--- config.mk ---
export PLATFORM = sky130hd
export DESIGN_NAME = terrain_tile_vertex_generator_core
export DESIGN_NICKNAME = d
export VERILOG_FILES = /design/src/sv/ttvg_pkg.sv /design/src/sv/ttvg_front.sv /design/src/sv/ttvg_queue.sv /design/src/sv/ttvg_back.sv /design/src/sv/terrain_tile_vertex_generator_core.sv
export SDC_FILE = /design/constraint.sdc
export NUM_CORES = 2
export LEC_CHECK = 0
export ABC_CLOCK_PERIOD_IN_PS = 13300
export BUFFER_PORTS_ARGS = -buffer_cell sky130_fd_sc_hd__buf_2
export CAP_MARGIN = 20
export CORE_ASPECT_RATIO = 2
export CORE_UTILIZATION = 50
export CTS_CLUSTER_DIAMETER = 200
export CTS_CLUSTER_SIZE = 24
export DETAILED_ROUTE_END_ITERATION = 10
export PLACE_DENSITY_LB_ADDON = 0.2
export SYNTH_ARGS = -nofsm -noshare
export SYNTH_HDL_FRONTEND = slang
export SYNTH_SLANG_ARGS = --single-unit
--- constraint.sdc ---
create_clock -name clk -period 13.3 [get_ports clk]
set_input_delay 2.66 -clock clk [delete_from_list [all_inputs] [get_ports clk]]
set_output_delay 2.66 -clock clk [all_outputs]
set_load 0.1 [all_outputs]
--- src/sv/ttvg_pkg.sv ---
// shared types, codes and constant tables of the terrain tile vertex generator
package ttvg_pkg;

  // corner codes, as seen on the corner field
  localparam logic [1:0] CORNER_BL = 2'd0;
  localparam logic [1:0] CORNER_BR = 2'd1;
  localparam logic [1:0] CORNER_TL = 2'd2;
  localparam logic [1:0] CORNER_TR = 2'd3;

  localparam int NUM_CORNERS = 4;
  localparam int ID_W        = 10;
  localparam int SCALE_W     = 6;
  localparam int WORD_W      = 16;
  localparam int LIGHT_W     = 8;
  localparam int SHADE_Q_W   = 6;
  localparam int UV_W        = 23;
  localparam int OUT_POS_W   = 7;

  // a scale field of zero stands for this scale
  localparam logic [SCALE_W-1:0] SCALE_ZERO_MAP = 6'd16;

  // brightness / 5 as (b * 205) >> 10, exact for any 8-bit value
  localparam logic [15:0] SHADE_MUL   = 16'd205;
  localparam int          SHADE_SHIFT = 10;
  localparam logic [7:0]  SHADE_BASE  = 8'd204;

  localparam logic [7:0] ALPHA_ON  = 8'hFF;
  localparam logic [7:0] ALPHA_OFF = 8'h00;

  // vertex sequence within one group of six
  localparam logic [2:0] LAST_VTX = 3'd5;
  localparam logic [1:0] VERT_CORNER [6] = '{CORNER_BL, CORNER_TL, CORNER_BR,
                                             CORNER_BR, CORNER_TL, CORNER_TR};

  // uv source corner, indexed [rotation][corner]
  localparam logic [1:0] ROT_SRC [4][4] = '{
    '{CORNER_BL, CORNER_BR, CORNER_TL, CORNER_TR},
    '{CORNER_TL, CORNER_BL, CORNER_TR, CORNER_BR},
    '{CORNER_TR, CORNER_TL, CORNER_BR, CORNER_BL},
    '{CORNER_BR, CORNER_TR, CORNER_BL, CORNER_TL}
  };

  // reciprocal table: floor(2^32 / s) + 1, so (pos * RECIP[s]) >> 16 is
  // exactly floor(pos * 65536 / s) for any pos up to 256
  localparam int RECIP_W = 33;
  localparam int RECIP_SHIFT = 16;
  localparam logic [63:0] RECIP_NUM = 64'h1_0000_0000;
  localparam logic [RECIP_W-1:0] RECIP [64] = '{
    33'(RECIP_NUM / 64'd16 + 64'd1), 33'(RECIP_NUM / 64'd1 + 64'd1),
    33'(RECIP_NUM / 64'd2 + 64'd1),  33'(RECIP_NUM / 64'd3 + 64'd1),
    33'(RECIP_NUM / 64'd4 + 64'd1),  33'(RECIP_NUM / 64'd5 + 64'd1),
    33'(RECIP_NUM / 64'd6 + 64'd1),  33'(RECIP_NUM / 64'd7 + 64'd1),
    33'(RECIP_NUM / 64'd8 + 64'd1),  33'(RECIP_NUM / 64'd9 + 64'd1),
    33'(RECIP_NUM / 64'd10 + 64'd1), 33'(RECIP_NUM / 64'd11 + 64'd1),
    33'(RECIP_NUM / 64'd12 + 64'd1), 33'(RECIP_NUM / 64'd13 + 64'd1),
    33'(RECIP_NUM / 64'd14 + 64'd1), 33'(RECIP_NUM / 64'd15 + 64'd1),
    33'(RECIP_NUM / 64'd16 + 64'd1), 33'(RECIP_NUM / 64'd17 + 64'd1),
    33'(RECIP_NUM / 64'd18 + 64'd1), 33'(RECIP_NUM / 64'd19 + 64'd1),
    33'(RECIP_NUM / 64'd20 + 64'd1), 33'(RECIP_NUM / 64'd21 + 64'd1),
    33'(RECIP_NUM / 64'd22 + 64'd1), 33'(RECIP_NUM / 64'd23 + 64'd1),
    33'(RECIP_NUM / 64'd24 + 64'd1), 33'(RECIP_NUM / 64'd25 + 64'd1),
    33'(RECIP_NUM / 64'd26 + 64'd1), 33'(RECIP_NUM / 64'd27 + 64'd1),
    33'(RECIP_NUM / 64'd28 + 64'd1), 33'(RECIP_NUM / 64'd29 + 64'd1),
    33'(RECIP_NUM / 64'd30 + 64'd1), 33'(RECIP_NUM / 64'd31 + 64'd1),
    33'(RECIP_NUM / 64'd32 + 64'd1), 33'(RECIP_NUM / 64'd33 + 64'd1),
    33'(RECIP_NUM / 64'd34 + 64'd1), 33'(RECIP_NUM / 64'd35 + 64'd1),
    33'(RECIP_NUM / 64'd36 + 64'd1), 33'(RECIP_NUM / 64'd37 + 64'd1),
    33'(RECIP_NUM / 64'd38 + 64'd1), 33'(RECIP_NUM / 64'd39 + 64'd1),
    33'(RECIP_NUM / 64'd40 + 64'd1), 33'(RECIP_NUM / 64'd41 + 64'd1),
    33'(RECIP_NUM / 64'd42 + 64'd1), 33'(RECIP_NUM / 64'd43 + 64'd1),
    33'(RECIP_NUM / 64'd44 + 64'd1), 33'(RECIP_NUM / 64'd45 + 64'd1),
    33'(RECIP_NUM / 64'd46 + 64'd1), 33'(RECIP_NUM / 64'd47 + 64'd1),
    33'(RECIP_NUM / 64'd48 + 64'd1), 33'(RECIP_NUM / 64'd49 + 64'd1),
    33'(RECIP_NUM / 64'd50 + 64'd1), 33'(RECIP_NUM / 64'd51 + 64'd1),
    33'(RECIP_NUM / 64'd52 + 64'd1), 33'(RECIP_NUM / 64'd53 + 64'd1),
    33'(RECIP_NUM / 64'd54 + 64'd1), 33'(RECIP_NUM / 64'd55 + 64'd1),
    33'(RECIP_NUM / 64'd56 + 64'd1), 33'(RECIP_NUM / 64'd57 + 64'd1),
    33'(RECIP_NUM / 64'd58 + 64'd1), 33'(RECIP_NUM / 64'd59 + 64'd1),
    33'(RECIP_NUM / 64'd60 + 64'd1), 33'(RECIP_NUM / 64'd61 + 64'd1),
    33'(RECIP_NUM / 64'd62 + 64'd1), 33'(RECIP_NUM / 64'd63 + 64'd1)
  };

  // classified tile as it travels from the front to the back
  typedef struct packed {
    logic [NUM_CORNERS-1:0][ID_W-1:0]      ids;
    logic [NUM_CORNERS-1:0][SHADE_Q_W-1:0] shade_q;
    logic [1:0]                            rot;
    logic [1:0]                            blend_cnt;
    logic [NUM_CORNERS-1:0][ID_W-1:0]      grp_id;
    logic [NUM_CORNERS-1:0][SCALE_W-1:0]   grp_scale;
  } tile_cls_t;

  localparam int QUEUE_DEPTH = 2;

endpackage

--- src/sv/ttvg_front.sv ---
// front: accepts a tile, normalizes it and builds the sorted blend group list
module ttvg_front #(
  parameter int TILE_GRID = 96,
  parameter int POS_W     = 7
) (
  input  logic                                                  in_valid,
  output logic                                                  in_ready,
  input  logic [ttvg_pkg::NUM_CORNERS-1:0][ttvg_pkg::WORD_W-1:0]  word,
  input  logic [ttvg_pkg::NUM_CORNERS-1:0][ttvg_pkg::LIGHT_W-1:0] light,
  input  logic [1:0]                                            rotation,
  input  logic [6:0]                                            tile_col,
  input  logic [6:0]                                            tile_row,
  input  logic                                                  q_full,
  output logic                                                  push,
  output ttvg_pkg::tile_cls_t                                   cls,
  output logic [POS_W-1:0]                                      col,
  output logic [POS_W-1:0]                                      row
);

  localparam logic [POS_W-1:0] POS_MAX = POS_W'(TILE_GRID - 1);

  logic [ttvg_pkg::NUM_CORNERS-1:0][ttvg_pkg::ID_W-1:0]    ids;
  logic [ttvg_pkg::NUM_CORNERS-1:0][ttvg_pkg::SCALE_W-1:0] scales;
  logic [3:1]       cand_ok;
  logic [3:1][1:0]  rank;
  logic [15:0]      shade_prod [ttvg_pkg::NUM_CORNERS];

  assign in_ready = !q_full;
  assign push     = in_valid && !q_full;

  always_comb begin
    if (32'(tile_col) > TILE_GRID - 1) col = POS_MAX;
    else col = POS_W'(tile_col);
    if (32'(tile_row) > TILE_GRID - 1) row = POS_MAX;
    else row = POS_W'(tile_row);
  end

  always_comb begin
    for (int i = 0; i < ttvg_pkg::NUM_CORNERS; i++) begin
      ids[i] = word[i][ttvg_pkg::ID_W-1:0];
      scales[i] = word[i][ttvg_pkg::WORD_W-1:ttvg_pkg::ID_W];
      if (scales[i] == '0) scales[i] = ttvg_pkg::SCALE_ZERO_MAP;
      shade_prod[i] = 16'(light[i]) * ttvg_pkg::SHADE_MUL;
    end
  end

  // a blend candidate differs from bl and from every earlier candidate
  always_comb begin
    cand_ok[1] = ids[1] != ids[0];
    cand_ok[2] = (ids[2] != ids[0]) && (ids[2] != ids[1]);
    cand_ok[3] = (ids[3] != ids[0]) && (ids[3] != ids[1]) && (ids[3] != ids[2]);
  end

  // rank = number of surviving candidates with a smaller id
  always_comb begin
    for (int i = 1; i < 4; i++) begin
      rank[i] = '0;
      for (int k = 1; k < 4; k++) begin
        if (k != i && cand_ok[k] && ids[k] < ids[i]) rank[i] = rank[i] + 2'd1;
      end
    end
  end

  always_comb begin
    cls.ids = ids;
    cls.rot = rotation;
    cls.blend_cnt = 2'(cand_ok[1]) + 2'(cand_ok[2]) + 2'(cand_ok[3]);
    for (int i = 0; i < ttvg_pkg::NUM_CORNERS; i++) begin
      cls.shade_q[i] = ttvg_pkg::SHADE_Q_W'(shade_prod[i] >> ttvg_pkg::SHADE_SHIFT);
      cls.grp_id[i] = '0;
      cls.grp_scale[i] = ttvg_pkg::SCALE_ZERO_MAP;
    end
    cls.grp_id[0] = ids[0];
    cls.grp_scale[0] = scales[0];
    for (int i = 1; i < 4; i++) begin
      if (cand_ok[i]) begin
        cls.grp_id[2'(rank[i] + 2'd1)] = ids[i];
        cls.grp_scale[2'(rank[i] + 2'd1)] = scales[i];
      end
    end
  end

endmodule

--- src/sv/ttvg_queue.sv ---
// short fifo between the front and the back
module ttvg_queue #(
  parameter int WIDTH = 8
) (
  input  logic             clk,
  input  logic             rst,
  input  logic             push,
  input  logic [WIDTH-1:0] push_data,
  output logic             full,
  input  logic             pop,
  output logic             head_valid,
  output logic [WIDTH-1:0] head_data
);

  localparam int PTR_W = $clog2(ttvg_pkg::QUEUE_DEPTH);
  localparam int CNT_W = $clog2(ttvg_pkg::QUEUE_DEPTH + 1);
  localparam logic [CNT_W-1:0] DEPTH_C = CNT_W'(ttvg_pkg::QUEUE_DEPTH);

  logic [WIDTH-1:0] slots [ttvg_pkg::QUEUE_DEPTH];
  logic [PTR_W-1:0] wr_ptr;
  logic [PTR_W-1:0] rd_ptr;
  logic [CNT_W-1:0] count;

  assign full       = count == DEPTH_C;
  assign head_valid = count != '0;
  assign head_data  = slots[rd_ptr];

  always_ff @(posedge clk) begin
    if (push) slots[wr_ptr] <= push_data;
  end

  always_ff @(posedge clk) begin
    if (rst) begin
      wr_ptr <= '0;
      rd_ptr <= '0;
      count  <= '0;
    end else begin
      if (push) wr_ptr <= (32'(wr_ptr) == ttvg_pkg::QUEUE_DEPTH - 1) ? '0 : wr_ptr + 1'b1;
      if (pop) rd_ptr <= (32'(rd_ptr) == ttvg_pkg::QUEUE_DEPTH - 1) ? '0 : rd_ptr + 1'b1;
      if (push && !pop) count <= count + 1'b1;
      else if (pop && !push) count <= count - 1'b1;
    end
  end

endmodule

--- src/sv/ttvg_back.sv ---
// back: walks the groups of a tile and emits one vertex per cycle while the output is not stalled
module ttvg_back #(
  parameter int POS_W = 7
) (
  input  logic                      clk,
  input  logic                      rst,
  input  logic                      q_valid,
  input  ttvg_pkg::tile_cls_t       q_cls,
  input  logic [POS_W-1:0]          q_col,
  input  logic [POS_W-1:0]          q_row,
  output logic                      q_pop,
  output logic                      out_valid,
  input  logic                      out_ready,
  output logic                      out_blend,
  output logic [ttvg_pkg::ID_W-1:0] out_tex_id,
  output logic [1:0]                out_corner,
  output logic [6:0]                out_grid_x,
  output logic [6:0]                out_grid_z,
  output logic [ttvg_pkg::UV_W-1:0] out_tex_u,
  output logic [ttvg_pkg::UV_W-1:0] out_tex_v,
  output logic [7:0]                out_shade,
  output logic [7:0]                out_alpha,
  output logic                      out_last
);

  localparam int PROD_W = POS_W + ttvg_pkg::RECIP_W;

  logic       adv;
  logic       issue;
  logic [2:0] vtx;
  logic [1:0] grp;
  logic       grp_done;
  logic       tile_done;

  logic [1:0]                     c_sel;
  logic [1:0]                     s_sel;
  logic [ttvg_pkg::ID_W-1:0]      tex_sel;
  logic [ttvg_pkg::SCALE_W-1:0]   scale_sel;

  logic                           a_valid;
  logic                           a_blend;
  logic [ttvg_pkg::ID_W-1:0]      a_tex_id;
  logic [1:0]                     a_corner;
  logic [6:0]                     a_grid_x;
  logic [6:0]                     a_grid_z;
  logic [POS_W-1:0]               a_sx;
  logic [POS_W-1:0]               a_sz;
  logic [ttvg_pkg::RECIP_W-1:0]   a_recip;
  logic [7:0]                     a_shade;
  logic [7:0]                     a_alpha;
  logic                           a_last;
  logic [PROD_W-1:0]              prod_u;
  logic [PROD_W-1:0]              prod_v;

  // whole pipe moves when the output register is free or being taken
  assign adv       = !out_valid || out_ready;
  assign issue     = q_valid && adv;
  assign grp_done  = vtx == ttvg_pkg::LAST_VTX;
  assign tile_done = grp_done && (grp == q_cls.blend_cnt);
  assign q_pop     = issue && tile_done;

  always_ff @(posedge clk) begin
    if (rst) begin
      vtx <= '0;
      grp <= '0;
    end else if (issue) begin
      if (grp_done) begin
        vtx <= '0;
        grp <= tile_done ? 2'd0 : grp + 2'd1;
      end else begin
        vtx <= vtx + 3'd1;
      end
    end
  end

  always_comb begin
    c_sel     = ttvg_pkg::VERT_CORNER[vtx];
    s_sel     = ttvg_pkg::ROT_SRC[q_cls.rot][c_sel];
    tex_sel   = q_cls.grp_id[grp];
    scale_sel = q_cls.grp_scale[grp];
  end

  // stage a: vertex selection and table lookups
  always_ff @(posedge clk) begin
    if (rst) a_valid <= 1'b0;
    else if (adv) a_valid <= issue;
  end

  always_ff @(posedge clk) begin
    if (adv) begin
      a_blend  <= grp != 2'd0;
      a_tex_id <= tex_sel;
      a_corner <= c_sel;
      a_grid_x <= 7'(q_col + POS_W'(c_sel[0]));
      a_grid_z <= 7'(q_row + POS_W'(c_sel[1]));
      a_sx     <= q_col + POS_W'(s_sel[0]);
      a_sz     <= q_row + POS_W'(s_sel[1]);
      a_recip  <= ttvg_pkg::RECIP[scale_sel];
      a_shade  <= ttvg_pkg::SHADE_BASE + 8'(q_cls.shade_q[c_sel]);
      a_alpha  <= (grp == 2'd0 || q_cls.ids[c_sel] == tex_sel) ?
                  ttvg_pkg::ALPHA_ON : ttvg_pkg::ALPHA_OFF;
      a_last   <= tile_done;
    end
  end

  // stage b: pos * reciprocal, then the fixed shift
  assign prod_u = PROD_W'(a_sx) * PROD_W'(a_recip);
  assign prod_v = PROD_W'(a_sz) * PROD_W'(a_recip);

  always_ff @(posedge clk) begin
    if (rst) out_valid <= 1'b0;
    else if (adv) out_valid <= a_valid;
  end

  always_ff @(posedge clk) begin
    if (adv) begin
      out_blend  <= a_blend;
      out_tex_id <= a_tex_id;
      out_corner <= a_corner;
      out_grid_x <= a_grid_x;
      out_grid_z <= a_grid_z;
      out_tex_u  <= ttvg_pkg::UV_W'(prod_u >> ttvg_pkg::RECIP_SHIFT);
      out_tex_v  <= ttvg_pkg::UV_W'(prod_v >> ttvg_pkg::RECIP_SHIFT);
      out_shade  <= a_shade;
      out_alpha  <= a_alpha;
      out_last   <= a_last;
    end
  end

  a_bl_blend_clear: assert property (@(posedge clk) disable iff (rst)
    out_valid && out_blend && out_corner == ttvg_pkg::CORNER_BL
      |-> out_alpha == ttvg_pkg::ALPHA_OFF)
    else $error("blend vertex at bl corner is not transparent");

  a_base_opaque: assert property (@(posedge clk) disable iff (rst)
    out_valid && !out_blend |-> out_alpha == ttvg_pkg::ALPHA_ON)
    else $error("base vertex is not opaque");

  a_pop_at_group_end: assert property (@(posedge clk) disable iff (rst)
    q_pop |-> q_valid && vtx == ttvg_pkg::LAST_VTX)
    else $error("tile released before its last vertex");

  a_last_closes_tile: assert property (@(posedge clk) disable iff (rst)
    q_pop |=> a_valid && a_last && vtx == 3'd0 && grp == 2'd0)
    else $error("tile end not marked or counters not rewound");

endmodule

--- src/sv/terrain_tile_vertex_generator_core.sv ---
// top level of the terrain tile vertex generator
// path: tiles wait in the queue, vertices pass the stage a and output registers
// throughput: one vertex per cycle while the output is not stalled; a tile gives
//   6 * (1 + distinct blend ids) vertices, 6 to 24, from the back sequencer
// a two-entry queue lets new tiles be taken while the back still emits earlier ones
// reset: synchronous, clears the queue, the group/vertex counters and all valid bits
module terrain_tile_vertex_generator_core #(
  parameter int TILE_GRID = 96
) (
  input  logic          clk,
  input  logic          rst,
  // tile input
  input  logic          s_tvalid,
  output logic          s_tready,
  // word_bl[15:0] word_br[31:16] word_tl[47:32] word_tr[63:48]
  // light_bl[71:64] light_br[79:72] light_tl[87:80] light_tr[95:88]
  // rotation[97:96] tile_col[104:98] tile_row[111:105]
  input  logic [111:0]  s_tdata,
  // vertex output
  output logic          m_tvalid,
  input  logic          m_tready,
  // texture_id[9:0] corner[11:10] grid_x[18:12] grid_z[25:19] tex_u[48:26]
  // tex_v[71:49] shade[79:72] alpha[87:80]
  output logic [87:0]   m_tdata,
  // blend_pass[0]
  output logic          m_tuser,
  // last vertex of the tile
  output logic          m_tlast
);

  // wide enough to hold TILE_GRID itself (right/top edge of the last tile)
  localparam int POS_W = $clog2(TILE_GRID + 1);
  localparam int Q_W   = $bits(ttvg_pkg::tile_cls_t) + 2 * POS_W;

  logic [ttvg_pkg::NUM_CORNERS-1:0][ttvg_pkg::WORD_W-1:0]  word;
  logic [ttvg_pkg::NUM_CORNERS-1:0][ttvg_pkg::LIGHT_W-1:0] light;

  logic                      push;
  logic                      q_full;
  ttvg_pkg::tile_cls_t       f_cls;
  logic [POS_W-1:0]          f_col;
  logic [POS_W-1:0]          f_row;

  logic                      q_pop;
  logic                      q_valid;
  logic [Q_W-1:0]            q_data;
  ttvg_pkg::tile_cls_t       q_cls;
  logic [POS_W-1:0]          q_col;
  logic [POS_W-1:0]          q_row;

  logic [ttvg_pkg::ID_W-1:0] tex_id;
  logic [1:0]                corner;
  logic [6:0]                grid_x;
  logic [6:0]                grid_z;
  logic [ttvg_pkg::UV_W-1:0] tex_u;
  logic [ttvg_pkg::UV_W-1:0] tex_v;
  logic [7:0]                shade;
  logic [7:0]                alpha;

  // unpack the tile transaction, corner order bl, br, tl, tr
  assign word[0]  = s_tdata[15:0];
  assign word[1]  = s_tdata[31:16];
  assign word[2]  = s_tdata[47:32];
  assign word[3]  = s_tdata[63:48];
  assign light[0] = s_tdata[71:64];
  assign light[1] = s_tdata[79:72];
  assign light[2] = s_tdata[87:80];
  assign light[3] = s_tdata[95:88];

  // front: saturates position, splits words, dedups and sorts blend ids
  ttvg_front #(
    .TILE_GRID (TILE_GRID),
    .POS_W     (POS_W)
  ) u_front (
    .in_valid  (s_tvalid),
    .in_ready  (s_tready),
    .word      (word),
    .light     (light),
    .rotation  (s_tdata[97:96]),
    .tile_col  (s_tdata[104:98]),
    .tile_row  (s_tdata[111:105]),
    .q_full    (q_full),
    .push      (push),
    .cls       (f_cls),
    .col       (f_col),
    .row       (f_row)
  );

  // one entry per classified tile
  ttvg_queue #(
    .WIDTH (Q_W)
  ) u_queue (
    .clk        (clk),
    .rst        (rst),
    .push       (push),
    .push_data  ({f_col, f_row, f_cls}),
    .full       (q_full),
    .pop        (q_pop),
    .head_valid (q_valid),
    .head_data  (q_data)
  );

  assign {q_col, q_row, q_cls} = q_data;

  // back: base group then blend groups, six vertices each
  ttvg_back #(
    .POS_W (POS_W)
  ) u_back (
    .clk        (clk),
    .rst        (rst),
    .q_valid    (q_valid),
    .q_cls      (q_cls),
    .q_col      (q_col),
    .q_row      (q_row),
    .q_pop      (q_pop),
    .out_valid  (m_tvalid),
    .out_ready  (m_tready),
    .out_blend  (m_tuser),
    .out_tex_id (tex_id),
    .out_corner (corner),
    .out_grid_x (grid_x),
    .out_grid_z (grid_z),
    .out_tex_u  (tex_u),
    .out_tex_v  (tex_v),
    .out_shade  (shade),
    .out_alpha  (alpha),
    .out_last   (m_tlast)
  );

  // pack the vertex transaction
  assign m_tdata = {alpha, shade, tex_v, tex_u, grid_z, grid_x, corner, tex_id};

endmodule

# Word-level counts from Yosys, hierarchy flattened
# Memory sizes are Yosys's and may differ from the RTL's. A register that Yosys moved wholly into a read port is not among the register bits.
# Index checks and enable logic that the tools add are counted.
# totals
ff_bits	159
mem_bits_rw	292
romBits	2128
input_bits	116
output_inout_bits	92
n_memories	3
# op_classes
n_addsub	19
mul	6
magnitude_cmp	19
eq_ne	10
mux	60
bitwise	4
reduce_logical	33
# memory_table
name	depth	width	rd	rd_ports_with_merged_regs	write_ports	line_no	text
(name not given)	64	33	1	1	0	ttvg_back.sv:98	a_recip <= ttvg_pkg::RECIP[scale_sel];
u_queue.slots	2	146	1	1	1	ttvg_queue.sv:19	logic [WIDTH-1:0] slots [ttvg_pkg::QUEUE_DEPTH];
(name not given)	8	2	1	0	0	ttvg_back.sv:77	c_sel = ttvg_pkg::VERT_CORNER[vtx];
# op_table
op	count
two-way mux 64 bit	3
bitwise mux 40 bit	3
multiplier 7 x 33 -> 39 bit	2
bitwise mux 24 bit	3
multiplier 8 x 8 -> 16 bit, second input constant	4
demux 10 bit (select 2 bit)	3
less-than comparator 10 bit	6
!= test 10 bit	6
two-way mux 6 bit	9
two-way mux 10 bit	5
binary-select mux 10 bit (select 2 bit)	2
demux 6 bit (select 2 bit)	3
adder 7 x 1 -> 7 bit	4
binary-select mux 6 bit (select 2 bit)	2
logical NOT 6 bit	4
two-way mux 8 bit	3
two-way mux 2 bit	10
logical AND 1 bit	18
binary-select mux 8 bit (select 2 bit)	1
less-than comparator 2 x 3 -> 1 bit, second input constant	5
> comparator 7 bit, second input constant	2
two-way mux 7 bit	2
adder 2 x 1 -> 2 bit, second input constant	5
== test 10 bit	1
24 further kinds	45

# Depth between registers and ports, before layout
# logic_depth
ltp_word	17
depth_mapped	20
ltp_nobuf	19

# By module
# A second synthesis with hierarchy kept.
# unflattened
hier_cells	3765
area_unflattened_um2	41234.5
# by_module_without_submodules
mod	instances	cells_per_inst	area_per_inst_um2	seq_area_each_um2
ttvg_back	1	2342	22641.7	5154.9
ttvg_queue	1	476	10802.9	8868.5
ttvg_front	1	947	7790.0	0.0

# Least setup slack after synthesis
# Ideal clock, no wire load.
# synth_timing
kind	input port to flip-flop
start	input s_tvalid
end	memory u_queue.slots[0][0] (netlist bit), enable pin
t_arrival_ns	8.865
required_ns	12.646
setup_slack_ns	3.781
stages	2
path_buffers	0
cell_sequence	nand2_1 > nor2_1
# synth_via
elab_chain_len	3
# synth_lines
item	line_no	text
from (decl)	terrain_tile_vertex_generator_core.sv:13	input logic s_tvalid,
logical AND 1 bit	ttvg_front.sv:29	assign push = in_valid && !q_full;
two-way mux 1 bit	ttvg_queue.sv:29	if (push) slots[wr_ptr] <= push_data;
two-way mux 1 bit (implied by the code)	ttvg_queue.sv:29	
to (decl)	ttvg_queue.sv:19	
# No other way between the ends.

==> flow_summary_export.csv <==
group,metric,value,unit
die,core,78900,sq um
die,pin_count,208,
die,start_util,50.4,%
drt,drt.antenna.violating_nets,0,
worst_setup_path,slowest_stage,"nand3_2",
sta,setup_viol,0,
worst_setup_path,path_buf_inv,2,
worst_setup_path,crit_chain,"buf_2 > inv_1 > ha_1 > nor2b_1 > o21a_1 > o21a_1 > o21a_1 > o21ai_0 > nand2b_1 > a21oi_1 > o21ai_0 > or2_2 > ha_1 > nand3_2 > o211ai_1 > o21ai_0 > o21ai_0",
global_routing,grt.overflow.total,0,
logic_synthesis,netlist_area,39800,sq um
global_routing,antenna_found_initial,17,
sta,maxSlewViolCount,0,
worst_hold_path,hold_depth,0,
final_layout,drive_above_1_share,9.74,%
sta,worst_slack,7.11,ns
placed_design,routabilityCongestion,0.994,
cts,cts_made_buffers,23,
worst_hold_path,worstHoldStart,"u_back.a_grid_x[3]$_DFFE_PN_",
die,die_area,80800,sq um
global_routing,grt_util_all_layers,26.4,%
logic_synthesis,netlist_instances,3654,
cts,cts-root-buf,"clkbuf_16",
drt,firstDrtPassIters,5,
worst_setup_path,cp_common_cell,"o21ai_0",
cts,clock_latency,0.62,ns
worst_setup_path,crit_family,"compound AO/OA/AOI/OAI gates",
cts,clock_path_buffers,3,
drt,detail_route.wl_per_cell,21.8,microns
sta,finalSetupTns,0,ns
worst_setup_path,crit_path_max_incr_delay,0.57,ns
worst_setup_path,end_kind,"flip-flop",
worst_setup_path,r2r-end,"u_back.out_tex_u[17]$_DFFE_PN_",
logic_synthesis,synthArstFlopShare,0,%
worst_setup_path,ff2ff_setup_slack,7.25,ns
sta,fin_crit_sh,46.6,%
die,die_width,201,microns
drt,drc,0,
final_layout,final_util,53.6,%
worst_setup_path,reg2regPathDepth,17,
drt,vias,27400,
worst_setup_path,arrival,6.60,ns
drt,via_per_inst,5.70,
sta,fmax,161,MHz
logic_synthesis,avgSynthCellArea,10.9,sq um
worst_hold_path,holdCritPathClass,"flip-flop to flip-flop",
placed_design,placedCellCount,4749,
logic_synthesis,ys_ff_latch,471,
sta,rsz0062_at_grt,"false",
logic_synthesis,yosysSeqAreaShare,35.3,%
worst_setup_path,r2r-start,"u_back.a_sx[5]$_DFFE_PN_",
worst_setup_path,start_kind,"input pin",
drt,drt_iter0_drc,1836,
die,fp.dieH,401,microns
final_layout,final-instance-count-excl-fill,4800,
sta,worstMarginPinSlew,1.11,ns
sta,finalHoldViolations,0,
worst_setup_path,critPathMaxFanout,26,
sta,slew_headroom,25.7,%
worst_setup_path,critPathKind,"input pin to flip-flop",
logic_synthesis,synth_cell_types,84,
sta,skew,0.0474,ns
final_layout,nets,4549,
placed_design,io_buffers,207,
cts,cts_hold_buf,0,
run,cap_violations,0,
cts,numClockSinks,471,
cts,post_cts_buffers,0,
cts,cts_tree,"done",
placed_design,dpl_worst_slack,6.37,ns
worst_setup_path,crit_required,13.70,ns
worst_hold_path,whs_endpoint,"u_back.out_grid_x[3]$_DFFE_PN_",
status,outcome,"completed",
logic_synthesis,synth_edf_count,459,
global_routing,grt_pass1_wl,163,mm
logic_synthesis,yosys_most_used_dff,"edfxtp_1",
logic_synthesis,synthesis.nets,4463,
logic_synthesis,ys_warn_count,0,
final_layout,n_fill_cell,7034,
cts,htreeDepth,1,
placed_design,hpwl,80.3,mm
cts,clk_pin_slew,0.12,ns
die,row_count,146,
final_layout,area_delta_synth_final,6.32,%
global_routing,grt_pass1_vias,29300,
global_routing,grt_max_degree,97,
cts,cts_resized,0,
drt,wl,105,mm
sta,finalCriticalPeriod,6.19,ns
## cell usage after synthesis (all sizes together) (57+ instances only)
cell      n  area, sq um
ha      344         4300
xnor2    80          701
xor2     69          604
a21oi   215         1090
nor2    185          707
inv     411         1550
o21ai   103          516
clkbuf  135          507
mux2i    68          706
and2    369         2310
nand2   305         1150
fa      349         6990
buf      57          384
nor3     77          390
edfxtp  459        13800
## state kept, by name, indices dropped and copies added, names as in the netlist, 3 cells and up, named ones only
name / cells
u_back.out_grid_x: 7
u_back.out_shade: 8
u_back.out_grid_z: 7
u_back.a_grid_z: 7
u_back.out_tex_u: 23
u_back.a_sx: 7
u_queue.slots: 292
u_back.a_tex_id: 10
u_back.a_grid_x: 7
u_back.out_tex_v: 23
u_back.a_shade: 8
u_back.out_tex_id: 10
u_back.a_recip: 33
u_back.vtx: 3
u_back.a_sz: 7
## metrics by stage
stage / hold WS (ns) / area, sq um
4_1_cts: 0.392 / 42200
2_1_floorplan: 0.400 / 39800
5_1_grt: 0.409 / 42300
3_3_place_gp: 0.401 / 41600
3_5_place_dp: 0.405 / 41600
6_report: 0.399 / 42300
## how the worst max path moves through the flow
stage           startpoint                        endpoint  slack (ns)  cells past startpoint
2_1_floorplan     s_tvalid   u_queue.slots[0][0]$_DFFE_PP_        3.78                      2
4_1_cts        s_tdata[33]   u_queue.slots[0][1]$_DFFE_PP_        6.99                     18
6_report       s_tdata[17]  u_queue.slots[1][26]$_DFFE_PP_        7.11                     17
5_1_grt        s_tdata[17]  u_queue.slots[1][26]$_DFFE_PP_        6.73                     17
3_5_place_dp   s_tdata[17]  u_queue.slots[0][32]$_DFFE_PP_        6.37                     19
3_3_place_gp   s_tdata[17]  u_queue.slots[0][27]$_DFFE_PP_        6.45                     19
## worst reg2reg max path, stage by stage (launching register included)
cell and delay [ns]:
edfxtp_1 1.09, and2_1 0.29, fa_1 0.44, fa_1 0.47, fa_1 0.51, inv_1 0.05, fa_1 0.47, inv_1 0.04
ha_1 0.31, a21oi_1 0.20, nor2_1 0.10, or3_1 0.40, o22ai_1 0.44, nor3_1 0.19, o21ai_1 0.28, nor2b_1 0.30
o21ai_1 0.11, xor2_1 0.15
## layer usage
metal / routed length, microns / global-route usage, % / share of wire, % / vias to the layer above
met3: 5250 / 3.92 / 5.0 / 280
met2: 58100 / 51.4 / 56 / 817
met1: 34800 / 26.1 / 33 / 13600
met4: 6270 / 14.5 / 6.0 / 24
li1: - / - / - / 12600
met5: 161 / 0 / 0.15 / -
## cell families (layout without fill, tap and decap cells)
kind of cell | after synthesis | after routing | synth area share [%]
flip-flops | 471 | 471 | 35.3
adder cells (fa/ha/maj) | 693 | 693 | 28.4
other | 0 | 7 | 0
AO/OA/AOI/OAI | 525 | 525 | 8.21
multiplexers | 123 | 123 | 4.83
XOR/XNOR | 149 | 149 | 3.28
AND/OR/NAND/NOR | 1090 | 1090 | 13.9
buffers and inverters | 603 | 706 | 6.12
## final cells by class
type / instances / area, sq um / share of cell area [%]
inverter: 411 / 1550 / 3.67
tap: 1036 / 1300 / 3.06
antenna: 7 / 17.5 / 0.0414
multi-input combinational: 2580 / 23300 / 55.2
timing repair buffer: 253 / 1400 / 3.30
sequential: 471 / 14000 / 33.2
clock buffer: 40 / 639 / 1.51
clock inverter: 2 / 31.3 / 0.0740
## cell usage in the layout (no fill, tap or decap), types with 30 or more instances in the layout
cell        n
nand2_1   304
a21o_1     35
edfxtp_1  459
fa_1      349
mux2i_1    66
xnor2_1    80
buf_2     207
xor2_1     69
mux4_2     41
nor3_1     76
a21oi_1   213
nand3_1    30
nor2_1    181
o21ai_0    95
buf_4      44
ha_1      344
and2_1    369
inv_1     407
Power is not shown: default switching activity piles up to over one toggle a cycle in this logic, so the estimate is an artifact.
